## src/hdl/ptp_pkg.sv

```systemverilog
// shared types and constants of the point/triangle proximity test
// no dependencies
package ptp_pkg;

	localparam int COORD_BITS_DEF = 32;
	localparam int QUEUE_DEPTH = 4;
	localparam int IN_BITS = 32;
	localparam int CFG_BITS = 31;

	localparam logic [2:0] MODE_V0 = 3'd0;
	localparam logic [2:0] MODE_V1 = 3'd1;
	localparam logic [2:0] MODE_V2 = 3'd2;
	localparam logic [2:0] MODE_NORM = 3'd3;
	localparam logic [2:0] MODE_TEST = 3'd4;

	localparam logic REG_NEAR = 1'b0;
	localparam logic REG_MINLEN = 1'b1;

	localparam logic [CFG_BITS-1:0] NEAR_RESET = 31'd65536;
	localparam logic [CFG_BITS-1:0] MINLEN_RESET = 31'd32768;

	typedef struct packed {
		logic [2:0] kind;
		logic [IN_BITS-1:0] x;
		logic [IN_BITS-1:0] y;
		logic [IN_BITS-1:0] z;
	} item_t;

	typedef struct packed {
		logic full;
		logic empty;
		logic [$clog2(QUEUE_DEPTH+1)-1:0] count;
	} q_stat_t;

endpackage

```

## src/hdl/ptp_queue.sv

```systemverilog
// short queue between front and back parts
// depends on ptp_pkg
module ptp_queue #(
	parameter int DEPTH = ptp_pkg::QUEUE_DEPTH
) (
	input  logic clk,
	input  logic arst_n,
	input  logic push,
	input  ptp_pkg::item_t wr_item,
	input  logic pop,
	output ptp_pkg::item_t rd_item,
	output ptp_pkg::q_stat_t stat
);
	import ptp_pkg::*;

	localparam int PW = (DEPTH > 1) ? $clog2(DEPTH) : 1;
	localparam int CW = $clog2(DEPTH+1);

	item_t slot_q [DEPTH];
	logic [PW-1:0] wr_ptr_q, rd_ptr_q;
	logic [CW-1:0] count_q;

	function automatic logic [PW-1:0] nxt(input logic [PW-1:0] p);
		nxt = (p == PW'(DEPTH-1)) ? '0 : p + 1'b1;
	endfunction

	always_ff @(posedge clk or negedge arst_n) begin
		if (!arst_n) begin
			wr_ptr_q <= '0;
			rd_ptr_q <= '0;
			count_q <= '0;
		end else begin
			if (push) wr_ptr_q <= nxt(wr_ptr_q);
			if (pop) rd_ptr_q <= nxt(rd_ptr_q);
			if (push && !pop) count_q <= count_q + 1'b1;
			else if (pop && !push) count_q <= count_q - 1'b1;
		end
	end

	always_ff @(posedge clk) begin
		if (push) slot_q[wr_ptr_q] <= wr_item;
	end

	assign rd_item = slot_q[rd_ptr_q];
	assign stat.count = count_q;
	assign stat.full = (count_q == CW'(DEPTH));
	assign stat.empty = (count_q == '0);

endmodule

```

## config.mk

```make
export PLATFORM = sky130hd
export DESIGN_NAME = ptp_queue
export DESIGN_NICKNAME = d
export VERILOG_FILES = /design/src/hdl/ptp_pkg.sv /design/src/hdl/ptp_queue.sv
export SDC_FILE = /design/constraint.sdc
export NUM_CORES = 1
export LEC_CHECK = 0
export CELL_PAD_IN_SITES_DETAIL_PLACEMENT = 1
export CELL_PAD_IN_SITES_GLOBAL_PLACEMENT = 1
export CORE_MARGIN = 2
export CORE_UTILIZATION = 50
export DETAILED_ROUTE_END_ITERATION = 12
export DONT_BUFFER_PORTS = 1
export GPL_TIMING_DRIVEN = 0
export PLACE_DENSITY = 0.86
export SYNTH_ARGS = -nofsm -noshare
export SYNTH_HDL_FRONTEND = slang
export SYNTH_SLANG_ARGS = --single-unit
```

## constraint.sdc

```tcl
create_clock -name clk -period 3.6 [get_ports clk]
set_input_delay 0.72 -clock clk [delete_from_list [all_inputs] [get_ports clk]]
set_output_delay 0.72 -clock clk [all_outputs]
set_load 0.05 [all_outputs]
```

==> results.yml <==
clock_tree:
  clk_root_buffer_cell: "clkbuf_16"
  worst_skew_pair_latency_ns: 0.52
  clock_path_buffers: 3
  cts_buffers: 42
  path_clk_slew_ns: 0.06
  cts_sinks: 403
  cts_tree: "done"
  cts-resized-gates: 0
  htree_num_levels: 2
sta:
  timing.clock.skew_ns: 0.0147
  setup_viol: 0
  fin_crit_sh_pct: 81.9
  totalNegativeSetupSlack_ns: 0
  max_slew_headroom_at_the_worst_pin_pct: 39.0
  final_period_minus_worst_setup_slack_ns: 2.95
  hold_violation_count_in_the_final_report: 0
  rsz0062_at_grt: "no"
  fmax_mhz: 339
  timing_worst_slew_pin_value_ns: 0.910
  report.final.slew_viol_count: 0
worst_setup_path:
  critPathMaxFanout: 10
  timing_worst_setup_path_type: "reg2out"
  worstPathRequired_ns: 2.88
  worstReg2RegStart: "wr_ptr_q[0]"
  delay_contributed_by_the_slowest_stage_of_the_critical_path_ns: 0.59
  worstPathArrival_ns: 2.23
  timing.critical_path.from_type: "flip-flop"
  crit_path_cell_trace: "buf_4 > clkbuf_1 > mux4_2"
  critPathCaptureType: "output pin"
  crit_start: "rd_ptr_q[1]"
  critical_path.slowest_cell: "mux4_2"
job:
  max_capacitance_violation_total: 0
detailed_routing:
  drtAntennaViolNets: 0
  avgRoutedWirePerCell_um: 27.8
  firstDrtPassIters: 5
  routed-via-count: 5906
  first_iter_violations: 367
  drcViolationCount: 0
  final_routed_wirelength_um: 28300
  routed_via_density: 5.80
synthesis:
  synth-seq-area-share_pct: 82.0
  ffs_latches_synth: 403
  synth_warnings: 0
  syn_area_um2: 14700
  avgSynthCellArea_um2: 26.6
  yosysTopAreaCell: "edfxtp_1"
  synthesis.nets: 664
  cell_types_with_the_largest_area_share_after_synthesis: "edfxtp_1, mux4_2, dfrtp_1, buf_6, ha_1"
  synthesis.instances: 554
  yosys.cell_types.count: 19
  synth_top_cell_area_share_pct: 80.8
power:
  p_leak_nw: 5.28
  irDropWorstVdd_mv: 0.648
  power_density_nw_per_um2: 968
  total_power_w: 0.0161
cells_and_area:
  antenna_fix_cells: 0
  layout-drive-gt1-share_pct: 29.6
  layout-area-overhead-vs-synth_pct: 13.3
  filler_cell_count: 2313
  finish.net_count: 713
  layout.cell_area.non_filler_um2: 16700
floorplan:
  floorplan.die_area_um2: 30800
  io-pin-count: 207
  core_region_area_um2: 28900
  row_count: 62
  die_w_um: 176
  chipHeight_um: 176
  initial_utilization_pct: 51.0
hold_path:
  hold_path_class: "in2reg"
  worst_hold_launch: "wr_item[34]"
place:
  numPortBuffers: 0
  gp_congestion: 0.700
  dp_hpwl_um: 18400
  placedInstanceArea_um2: 15300
global_routing:
  grt_overflow_total: 0
  grt_max_degree: 55
  first_global_vias: 6640
  gr-usage-all-layers_pct: 18.6
  grt_antenna_before_repair: 0
  grt_first_pass_wirelength_um: 42300
run_status:
  status: "complete, no violations"
## timing repair
action,4_1_cts,5_1_grt
hold buffers,1,0
endpoints found under the hold margin,7,0
setup endpoints to repair,0,0
buffers inserted,0,0
## where the power goes
group	internal, W	total, W	switching (W)	leakage (nW)
sequential	0.00602	0.00630	0.000285	3.72
combinational	0.00148	0.00569	0.00422	0.909
clock	0.00248	0.00413	0.00165	0.650
## per-stage QoR
stage	cells	util, %	setup WS (ns)	hold slack, ns
2_1_floorplan	554	-	0.125	0.424
3_3_place_gp	938	52.6	-1.24	0.425
3_5_place_dp	942	53.1	0.995	0.425
4_1_cts	1019	57.7	0.427	0.265
5_1_grt	1019	57.7	0.573	0.260
6_report	1019	57.7	0.651	0.288
## cells by family after synthesis
kind of cell | after synthesis | synth area share (%)
AOI/OAI and AO/OA | 2 | 0.0681
xor gates and xnor gates | 3 | 0.179
adders and majority gates | 7 | 0.646
buffers and inverters | 26 | 1.30
DFF | 403 | 82.0
muxes | 102 | 15.4
and+or+nand+nor | 11 | 0.383
## layout by cell type, fill, tap and decap left out, types with 6 or more instances in the layout
master     instances
edfxtp_1         396
mux4_2            99
clkbuf_16         45
clkinv_1          12
buf_6             10
clkbuf_1          10
buf_2              9
dfrtp_1            7
ha_1               6
clkinv_2           6
## Yosys cell counts
cell	n
and2_1	4
buf_2	9
buf_4	2
buf_6	10
clkbuf_1	1
dfrtp_1	7
edfxtp_1	396
fa_1	1
ha_1	6
inv_1	4
mux2_2	3
mux4_2	99
nand2_1	2
nor2_1	3
nor3_1	1
nor3b_1	1
o21ai_0	2
xnor2_1	1
xor2_1	2
## flip-flops by register name, indices dropped and copies added (netlist names)
name,count
count_q,3
rd_ptr_q,2
slot_q,396
wr_ptr_q,2
## cell type report
cell class	instances	area (µm²)	share of cell area (%)
well taps	384	480	2.88
inverters	4	15.0	0.0901
multi-input cells	125	2470	14.8
clock inverters	22	173	1.04
flip-flops and latches	403	12100	72.4
clock buffers	54	1160	6.96
plain buffers	22	176	1.06
repair buffers	5	120	0.721
## metal layers
layer  vias to the layer above  wire length, µm  GRT usage (%)
met5                         -                0              0
met4                         0              736           5.54
met3                        60             2640           7.10
met2                       226            14300           31.0
met1                      3139            10600           22.7
li1                       2481                -              -
## critical path, delay by kind of cell, from the launching register on
family | cells | cell delay (ns)
flops | 1 | 0.36
buf+inv | 2 | 0.75
mux | 1 | 0.59
## worst paths after layout
check,end,slack (ns),cells after the start
max reg2reg,slot_q[2][50],1.49,4
max in group asynchronous,count_q[2],2.81,1
min reg2reg,wr_ptr_q[1],0.66,2
min,slot_q[3][34],0.29,0
max,rd_item[41],0.65,3
min in group asynchronous,rd_ptr_q[0],0.54,1
Note: power is estimated with default switching activity, not from simulation.
